==> config.mk <==
export PLATFORM = sky130hd
export DESIGN_NAME = ihmm_front
export DESIGN_NICKNAME = d
export VERILOG_FILES = /design/src/rtl/ihmm_pkg.sv /design/src/rtl/ihmm_front.sv
export SDC_FILE = /design/constraint.sdc
export NUM_CORES = 1
export LEC_CHECK = 0
export ABC_AREA = 0
export BUFFER_PORTS_ARGS = -buffer_cell sky130_fd_sc_hd__buf_2
export CORE_MARGIN = 2
export CORE_UTILIZATION = 38
export DETAILED_ROUTE_END_ITERATION = 8
export PLACE_DENSITY = 0.9
export SETUP_SLACK_MARGIN = 0.1
export SLEW_MARGIN = 0
export SYNTH_ARGS = -nofsm -noshare
export SYNTH_HDL_FRONTEND = slang
export SYNTH_SLANG_ARGS = --single-unit
==> constraint.sdc <==
create_clock -name vclk -period 1.4
set_input_delay 0.28 -clock vclk [all_inputs]
set_output_delay 0.28 -clock vclk [all_outputs]
set_load 0.005 [all_outputs]
==> src/rtl/ihmm_pkg.sv <==
// Shared types and constants for the image histogram with frame minimum and maximum.
// Used by every module of the block; depends on nothing else.

package ihmm_pkg;

	// Histogram geometry
	localparam int NUM_BINS = 1024;
	localparam int BIN_AW   = $clog2(NUM_BINS);

	// Frame epoch mark kept beside each bin count
	localparam int                 EPOCH_W    = 8;
	localparam logic [EPOCH_W-1:0] EPOCH_LAST = {EPOCH_W{1'b1}};

	// Saturation limit of a bin count
	localparam logic [31:0] COUNT_MAX = 32'hFFFF_FFFF;

	// Queue between front and back
	localparam int QUEUE_DEPTH = 2;
	localparam int QPTR_W      = $clog2(QUEUE_DEPTH);

	// Pixel format codes of the mode register
	localparam logic [1:0] MODE_8BIT  = 2'd0;
	localparam logic [1:0] MODE_12BIT = 2'd1;
	localparam logic [1:0] MODE_16BIT = 2'd2;

	// Item operation codes
	localparam logic OP_PIXEL = 1'b0;
	localparam logic OP_READ  = 1'b1;

	// Input beat
	typedef struct packed {
		logic        op;
		logic [15:0] pixel;
		logic        first_of_frame;
		logic [9:0]  bin_index;
	} in_beat_t;

	// Result beat
	typedef struct packed {
		logic [15:0] min_value;
		logic [15:0] max_value;
		logic [31:0] bin_count;
	} out_beat_t;

	// Classified command passed from front to back
	typedef struct packed {
		logic              is_pixel;
		logic              frame_start;
		logic [15:0]       value;
		logic [BIN_AW-1:0] addr;
		logic              rd_ok;
	} cmd_t;

	// One histogram memory word
	typedef struct packed {
		logic [EPOCH_W-1:0] tag;
		logic [31:0]        count;
	} bin_word_t;

	// Back-end status
	typedef struct packed {
		logic clearing;
		logic s1_valid;
		logic wr_en;
	} bk_status_t;

endpackage

==> src/rtl/ihmm_front.sv <==
// Front end: masks pixels to the selected format, derives the bin address and range flag.
// Depends on ihmm_pkg.

module ihmm_front (
	input  logic              in_valid,
	output logic              in_ready,
	input  ihmm_pkg::in_beat_t in_data,
	input  logic [1:0]        pixel_mode,
	input  logic              clearing,
	output logic              push_valid,
	input  logic              push_ready,
	output ihmm_pkg::cmd_t    push_cmd
);

	logic [15:0]                 value;
	logic [9:0]                  raw_bin;
	logic [ihmm_pkg::BIN_AW-1:0] pix_addr;

	// Mask the pixel and pick its raw bin
	always_comb begin
		unique case (pixel_mode)
			ihmm_pkg::MODE_8BIT: begin
				value   = {8'b0, in_data.pixel[7:0]};
				raw_bin = {2'b0, in_data.pixel[7:0]};
			end
			ihmm_pkg::MODE_12BIT: begin
				value   = {4'b0, in_data.pixel[11:0]};
				raw_bin = in_data.pixel[11:2];
			end
			default: begin
				value   = in_data.pixel;
				raw_bin = in_data.pixel[15:6];
			end
		endcase
	end

	// Clamp a bin beyond the table to the last bin
	always_comb begin
		if (int'(raw_bin) >= ihmm_pkg::NUM_BINS) begin
			pix_addr = ihmm_pkg::BIN_AW'(ihmm_pkg::NUM_BINS - 1);
		end else begin
			pix_addr = ihmm_pkg::BIN_AW'(raw_bin);
		end
	end

	// Build the command
	always_comb begin
		push_cmd.is_pixel    = (in_data.op == ihmm_pkg::OP_PIXEL);
		push_cmd.frame_start = (in_data.op == ihmm_pkg::OP_PIXEL) && in_data.first_of_frame;
		push_cmd.value       = value;
		push_cmd.rd_ok       = (int'(in_data.bin_index) < ihmm_pkg::NUM_BINS);
		if (in_data.op == ihmm_pkg::OP_PIXEL) begin
			push_cmd.addr = pix_addr;
		end else begin
			push_cmd.addr = ihmm_pkg::BIN_AW'(in_data.bin_index);
		end
	end

	// Hold off input while the histogram memory is swept
	assign push_valid = in_valid && !clearing;
	assign in_ready   = push_ready && !clearing;

endmodule

==> flow_summary_export.csv <==
group,metric,value,unit
status,outcome,"finished, final reports clean",
layout,area_delta_synth_final,50.5,%
layout,fin_nets,152,
place,dp_hpwl,1240,µm
global_routing,grt_pass1_vias,545,
logic_synthesis,synth_top_area_share,15.1,%
die,die_h,41.4,µm
logic_synthesis,syn_area,531,µm²
place,dp.cells,132,
layout,instances_no_fill,132,
power_and_ir_drop,peakVddDrop,202,µV
detailed_routing,wl_met1,572,µm
detailed_routing,routed.top_layer,"met3",
place,place_congestion,0.753,
layout,clkbuf_count,0,
setup_path,required,1.12,ns
die,core_region_area,0.00130,mm²
detailed_routing,vias_per_cell,4.89,
logic_synthesis,synth_area_leaders,"mux2i_1 15%, a221oi_2 14%, buf_4 14%, nor2b_1 12%, nor3b_1 8.5%",
logic_synthesis,yosysTopAreaCell,"mux2i_1",
setup_path,critPathKind,"in2out",
logic_synthesis,ys_types,17,
die,boundaryPins,64,
timing,setup_viol,0,
place,placed_area,776,µm²
logic_synthesis,ys_seq_area_share,0,%
detailed_routing,antenna_left,0,
power_and_ir_drop,power_density,308,mW/mm²
die,die_w,41.4,µm
detailed_routing,drtIter0Drc,3,
layout,seq_cells,0,
die,num_rows,13,
logic_synthesis,syn_inst,66,
detailed_routing,drc,0,
timing,period_minus_slack,1.26,ns
logic_synthesis,yosys-top-cells-count,"10 x buf_4, 10 x nor2b_1, 8 x mux2i_1",
timing,fmax,795,MHz
global_routing,grt_usage,18.4,%
global_routing,grt_first_pass_wirelength,2240,µm
layout,final_cell_area,798,µm²
logic_synthesis,yosys_warnings,0,
flow_run,drv_cap,0,
hold_path,hold_class,"in2out",
setup_path,start_kind,"input pin",
layout,layout-drive-gt1-share,64.1,%
detailed_routing,route.met2.wl,830,µm
setup_path,crit_path_end_kind,"output pin",
setup_path,worstPathMaxFanout,19,
detailed_routing,wl_per_cell,11.5,µm
global_routing,overflow,0,
setup_path,crit_arrival,0.98,ns
logic_synthesis,syn_nets,99,
logic_synthesis,syn_area_per_cell,8.04,µm²
detailed_routing,vias,646,
layout,antenna_cells,0,
die,start_util,40.8,%
layout,seq_area,0,µm²
detailed_routing,finalWirelength,1510,µm
timing,fin_crit_sh,89.8,%
timing,grt_setup_unrepaired,"false",
place,numPortBuffers,63,
detailed_routing,routed-wl-met3,111,µm
global_routing,antenna_found_initial,0,
power_and_ir_drop,p_leak,0.436,nW
detailed_routing,first_pass_iters,4,
die,dieArea,0.00171,mm²
global_routing,grt_max_degree,20,
timing,slew_viol_final,0,
timing,hold_viol,0,
[final timing paths]
check | depth (start not counted) | to | startpoint
max | 4 | push_cmd[4] | in_data[27]
min | 2 | push_cmd[12] | in_data[12]
[cell families (layout without fill, tap and decap cells)]
logic type / Yosys count / count (layout) / share of synthesized area (%)
AO/OA/AOI/OAI: 12 / 12 / 26.4
buffers and inverters: 19 / 70 / 22.4
multiplexers: 8 / 8 / 15.1
AND/OR/NAND/NOR: 26 / 26 / 35.4
other: 1 / 1 / 0.707
[metal layers]
metal / vias to the layer above / global-route usage, %
li1: 327 / -
met1: 292 / 21.2
met2: 27 / 37.9
met3: 0 / 0.532
met4: 0 / 1.61
met5: - / 0
[per-stage QoR]
| step | setup WS [ns] | total power (W) | util (%) | hold WS [ns] | TNS (ns) |
|---|---|---|---|---|---|
| after floorplan | 0.347 | 0.000139 | - | 0.590 | 0 |
| after global placement | 0.0243 | 0.000232 | 59.6 | 0.745 | 0 |
| after detailed placement | -0.0211 | 0.000238 | 59.6 | 0.746 | -0.0223 |
| after CTS | 0.130 | 0.000243 | 60.5 | 0.748 | 0 |
| after global routing | 0.105 | 0.000272 | 61.3 | 0.752 | 0 |
| final | 0.143 | 0.000246 | 61.3 | 0.744 | 0 |
[critical path: stages]
cell and delay [ns]:
buf_8 0.14, buf_4 0.15, a221oi_2 0.25, buf_2 0.15
[where the power goes]
| group | internal, W | switching (W) |
|---|---|---|
| clock network | 0 | 0 |
| logic | 0.000134 | 0.000112 |
| registers | 0 | 0 |
| total | 0.000134 | 0.000112 |
[cells in the final DEF, fill, tap and decap left out, drive strengths merged]
cell type,count
buf,64
a211oi,3
nor2b,10
a2bb2oi,2
mux2i,8
nand3b,2
nor3b,8
nor2,2
inv,6
a21oi,2
conb,1
and2,4
a221oi,5
[timing repair]
item	CTS	global route
hold buffers	0	0
pin swaps	0	2
setup buffers	0	0
setup endpoints to repair	9	3
gates resized for setup	4	3
[area by class of cell]
cell class / instances / area, µm²
multi-input cells: 47 / 412
well taps: 15 / 18.8
inverters: 6 / 22.5
fillers: 126 / 503
repair buffers: 64 / 345
Power figures use the tool's default switching activity.
