$ cat config.mk
export PLATFORM = sky130hd
export DESIGN_NAME = ihmm_queue
export DESIGN_NICKNAME = d
export VERILOG_FILES = /design/src/rtl/ihmm_pkg.sv /design/src/rtl/ihmm_queue.sv
export SDC_FILE = /design/constraint.sdc
export NUM_CORES = 1
export LEC_CHECK = 0
export BUFFER_PORTS_ARGS = -buffer_cell sky130_fd_sc_hd__buf_2
export CAP_MARGIN = 0
export CORE_ASPECT_RATIO = 0.8
export CORE_UTILIZATION = 55
export CTS_BUF_LIST = sky130_fd_sc_hd__clkbuf_4 sky130_fd_sc_hd__clkbuf_8
export DETAILED_ROUTE_END_ITERATION = 16
export GPL_TIMING_DRIVEN = 0
export PLACE_DENSITY = 0.82
export RECOVER_POWER = 25
export SLEW_MARGIN = 25
export SYNTH_ARGS = -nofsm -noshare
export SYNTH_HDL_FRONTEND = slang
export SYNTH_SLANG_ARGS = --single-unit
$ cat constraint.sdc
create_clock -name clk -period 4.64 [get_ports clk]
set_input_delay 0.464 -clock clk [delete_from_list [all_inputs] [get_ports clk]]
set_output_delay 0.464 -clock clk [all_outputs]
set_load 0.02 [all_outputs]
$ cat src/rtl/ihmm_pkg.sv
// Shared types and constants for the image histogram with frame minimum and maximum.
// Used by every module of the block; depends on nothing else.

package ihmm_pkg;

	// Histogram geometry
	localparam int NUM_BINS = 1024;
	localparam int BIN_AW   = $clog2(NUM_BINS);

	// Frame epoch mark kept beside each bin count
	localparam int                 EPOCH_W    = 8;
	localparam logic [EPOCH_W-1:0] EPOCH_LAST = {EPOCH_W{1'b1}};

	// Saturation limit of a bin count
	localparam logic [31:0] COUNT_MAX = 32'hFFFF_FFFF;

	// Queue between front and back
	localparam int QUEUE_DEPTH = 2;
	localparam int QPTR_W      = $clog2(QUEUE_DEPTH);

	// Pixel format codes of the mode register
	localparam logic [1:0] MODE_8BIT  = 2'd0;
	localparam logic [1:0] MODE_12BIT = 2'd1;
	localparam logic [1:0] MODE_16BIT = 2'd2;

	// Item operation codes
	localparam logic OP_PIXEL = 1'b0;
	localparam logic OP_READ  = 1'b1;

	// Input beat
	typedef struct packed {
		logic        op;
		logic [15:0] pixel;
		logic        first_of_frame;
		logic [9:0]  bin_index;
	} in_beat_t;

	// Result beat
	typedef struct packed {
		logic [15:0] min_value;
		logic [15:0] max_value;
		logic [31:0] bin_count;
	} out_beat_t;

	// Classified command passed from front to back
	typedef struct packed {
		logic              is_pixel;
		logic              frame_start;
		logic [15:0]       value;
		logic [BIN_AW-1:0] addr;
		logic              rd_ok;
	} cmd_t;

	// One histogram memory word
	typedef struct packed {
		logic [EPOCH_W-1:0] tag;
		logic [31:0]        count;
	} bin_word_t;

	// Back-end status
	typedef struct packed {
		logic clearing;
		logic s1_valid;
		logic wr_en;
	} bk_status_t;

endpackage

$ cat src/rtl/ihmm_queue.sv
// Short command queue decoupling the front end from the back end.
// Depends on ihmm_pkg.

module ihmm_queue (
	input  logic           clk,
	input  logic           arst_n,
	input  logic           push_valid,
	output logic           push_ready,
	input  ihmm_pkg::cmd_t push_cmd,
	output logic           pop_valid,
	input  logic           pop_ready,
	output ihmm_pkg::cmd_t pop_cmd
);

	ihmm_pkg::cmd_t              entry_q [ihmm_pkg::QUEUE_DEPTH];
	logic [ihmm_pkg::QPTR_W-1:0] wr_ptr_q;
	logic [ihmm_pkg::QPTR_W-1:0] rd_ptr_q;
	logic [ihmm_pkg::QPTR_W:0]   count_q;
	logic                        push;
	logic                        pop;

	assign push_ready = (int'(count_q) != ihmm_pkg::QUEUE_DEPTH);
	assign pop_valid  = (count_q != '0);
	assign pop_cmd    = entry_q[rd_ptr_q];
	assign push       = push_valid && push_ready;
	assign pop        = pop_valid && pop_ready;

	// Store a pushed beat
	always_ff @(posedge clk) begin
		if (push) begin
			entry_q[wr_ptr_q] <= push_cmd;
		end
	end

	// Advance pointers and occupancy
	always_ff @(posedge clk or negedge arst_n) begin
		if (!arst_n) begin
			wr_ptr_q <= '0;
			rd_ptr_q <= '0;
			count_q  <= '0;
		end else begin
			if (push) begin
				if (int'(wr_ptr_q) == ihmm_pkg::QUEUE_DEPTH - 1) begin
					wr_ptr_q <= '0;
				end else begin
					wr_ptr_q <= wr_ptr_q + 1'b1;
				end
			end
			if (pop) begin
				if (int'(rd_ptr_q) == ihmm_pkg::QUEUE_DEPTH - 1) begin
					rd_ptr_q <= '0;
				end else begin
					rd_ptr_q <= rd_ptr_q + 1'b1;
				end
			end
			if (push && !pop) begin
				count_q <= count_q + 1'b1;
			end else if (pop && !push) begin
				count_q <= count_q - 1'b1;
			end
		end
	end

endmodule

==> impl_metrics.py <==
metrics = {
    "run_status": {
        "status": "finished clean",
    },
    "logic_synthesis": {
        "synth_top_family_by_area": "multiplexers",
        "syn_nets": 142,
        "ys_types": 14,
        "synth-simple-area-share": 0.0222,
        "syn_inst": 108,
        "synth-adder-area-share": 0.00541,
        "ys_warn_count": 0,
        "synth_mux_area_frac": 0.141,
        "syn_area_sq_um": 2310,
        "ys_ff_latch": 62,
        "avgSynthCellArea_sq_um": 21.4,
        "yosysSeqAreaShare": 0.796,
        "synthXorXnorAreaFrac": 0.0189,
        "synth_compound_area_frac": 0,
    },
    "worst_setup_path": {
        "start_kind": "flip-flop",
        "cp_slowest_cell": "dfrtp_1",
        "path_cells": "buf_6 -> mux2_2 -> buf_2",
        "worstPathMaxFanout": 10,
        "r2r-start": "count_q[0]$_DFFE_PN0P_",
        "critical_path_arrival_ns": 1.43,
        "max_stage_delay_ns": 0.41,
        "path_class": "flip-flop to output port",
        "worst_ep_required_time_ns": 4.18,
        "crit_path_start": "rd_ptr_q$_DFFE_PN0P_",
        "end_kind": "output port",
    },
    "global_route": {
        "grt_pass1_wl_um": 5350,
        "track_usage": 0.184,
        "grt_pass1_vias": 1224,
        "grt_max_degree": 30,
        "grt_overflow": 0,
        "antenna_found_initial": 0,
    },
    "pwr": {
        "powerDensity_nw_per_um2": 649,
        "ir_drop_mv": 0.435,
        "power_leakage_nw": 1.11,
    },
    "detailed_routing": {
        "num_vias": 1215,
        "viasPerCell": 5.00,
        "wl_per_cell_um": 15.3,
        "route.detailed.drc": 0,
        "drt_pass1_iterations": 5,
        "ant_nets": 0,
        "drt-total-wl_um": 3720,
        "drt_iter0_drc": 26,
    },
    "min_path": {
        "min_path_type": "input pin to flip-flop",
        "min-delay-start": "push_cmd[28]",
    },
    "layout": {
        "drive_gt1_frac": 0.569,
        "fillers": 245,
        "num-nets-final": 218,
        "layout_common_cells": "edfxtp_1 (58), buf_2 (56), mux2_2 (29)",
        "instances_no_fill": 243,
        "diodes": 0,
        "area_delta_synth_final_pct": 25.1,
        "final_common_cell": "edfxtp_1",
    },
    "die": {
        "die_height_um": 60.0,
        "start_util": 0.593,
        "die_area_sq_um": 4470,
        "coreArea_sq_um": 3900,
        "die_x_um": 74.5,
        "num_rows": 20,
        "ioPinCount": 64,
    },
    "clock_network": {
        "cts_root_buf": "clkbuf_8",
        "h-tree-depth": 3,
        "post_cts_buffers": 0,
        "ctsHoldBuffers": 1,
        "clk_latency_ns": 0.33,
        "cts_tree": "built",
        "cts_sinks": 62,
        "clk_pin_slew_ns": 0.06,
        "numCtsBuffers": 9,
        "cts_buffer_depth": 2,
        "cts_resized": 0,
    },
    "place": {
        "hpwl_um": 2600,
        "dp.cells": 227,
        "gp_congestion": 0.900,
        "portBuffers": 63,
    },
    "sta": {
        "tns_ns": 0,
        "final_hold_viol_count": 0,
        "slew_headroom": 0.544,
        "fin_crit_sh": 0.408,
        "setup_violations": 0,
        "rsz0062_at_grt": "no",
        "worst_pin_slew_ns": 0.683,
        "period_needed_ns": 1.89,
        "clock_skew_ns": 0.00804,
        "max_freq_ghz": 0.528,
        "slew_viol_final": 0,
    },
    "flow_run": {
        "maxCapViolCount": 0,
    },
}
power breakdown:
group | leakage (nW) | total, W | internal [W] | switching (W)
sequential | 0.585 | 0.000820 | 0.000769 | 0.0000503
clock | 0.0856 | 0.000379 | 0.000204 | 0.000175
combinational | 0.436 | 0.000678 | 0.000293 | 0.000385
total | 1.11 | 0.00188 | 0.00127 | 0.000610
metal layers:
layer,vias up,wire length [um],GRT usage
met5,-,0,0
met2,55,1900,0.301
met1,592,1410,0.173
met4,0,38,0.0863
met3,4,367,0.132
li1,564,-,-
critical path, delay by kind of cell, from the launching register on:
family	cells	cell delay [ns]
mux	1	0.35
flops	1	0.41
buf+inv	2	0.33
final cells by class:
cell class              instances  area (sq um)  area share
multi-input cells              42           443       0.153
flip-flops and latches         62          1840       0.636
repair buffers                 65           344       0.119
well taps                      55          68.8      0.0238
clock inverters                 3          12.5     0.00432
clock buffers                  12           146      0.0506
inverters                       1          3.75     0.00130
plain buffers                   3          33.8      0.0117
cell usage after synthesis:
library cell | n | area, sq um
edfxtp_1 | 58 | 1740
mux2_2 | 29 | 327
dfrtp_1 | 4 | 100
buf_6 | 3 | 33.8
xnor2_1 | 3 | 26.3
nor2_1 | 2 | 7.51
xor2_1 | 2 | 17.5
and3_1 | 1 | 6.26
ha_1 | 1 | 12.5
inv_1 | 1 | 3.75
nand2_1 | 1 | 3.75
nand2_4 | 1 | 11.3
nand2b_4 | 1 | 13.8
or2_4 | 1 | 8.76
stage by stage:
| stage | cell area, sq um | utilization | setup slack, ns | hold slack [ns] | total power, W |
|---|---|---|---|---|---|
| final | 2890 | 0.741 | 2.75 | 0.322 | 0.00188 |
| after CTS | 2900 | 0.744 | 2.72 | 0.299 | 0.00190 |
| after detailed placement | 2730 | 0.700 | 3.00 | 0.275 | 0.00152 |
| after floorplan | 2310 | - | 2.31 | 0.168 | 0.00130 |
| after global placement | 2700 | 0.691 | 1.85 | 0.269 | 0.00147 |
| after global routing | 2890 | 0.741 | 2.69 | 0.296 | 0.00197 |
final timing paths:
| kind | to | slack (ns) | cells past startpoint |
|---|---|---|---|
| max in group asynchronous | count_q[0]$_DFFE_PN0P_ | 4.05 | 2 |
| min in group asynchronous | rd_ptr_q$_DFFE_PN0P_ | 0.46 | 2 |
| worst max register to register | entry_q[0][22]$_DFFE_PP_ | 3.03 | 4 |
| worst min-delay path | entry_q[0][28]$_DFFE_PP_ | 0.32 | 1 |
| worst max-delay path | pop_cmd[17] | 2.75 | 3 |
| worst min register to register | wr_ptr_q$_DFFE_PN0P_ | 0.56 | 1 |
sequential cells by signal, indices dropped and copies added (netlist names):
register / flops
count_q: 2
entry_q: 58
rd_ptr_q: 1
wr_ptr_q: 1
cells by family (layout without fill, tap and decap cells):
| kind of cell | count (synthesis) | in the layout |
|---|---|---|
| xor+xnor | 5 | 5 |
| fa+ha+maj | 1 | 1 |
| buf+inv | 4 | 84 |
| flops | 62 | 62 |
| mux | 29 | 29 |
| simple gates | 7 | 7 |
(Power assumes the default switching activity.)
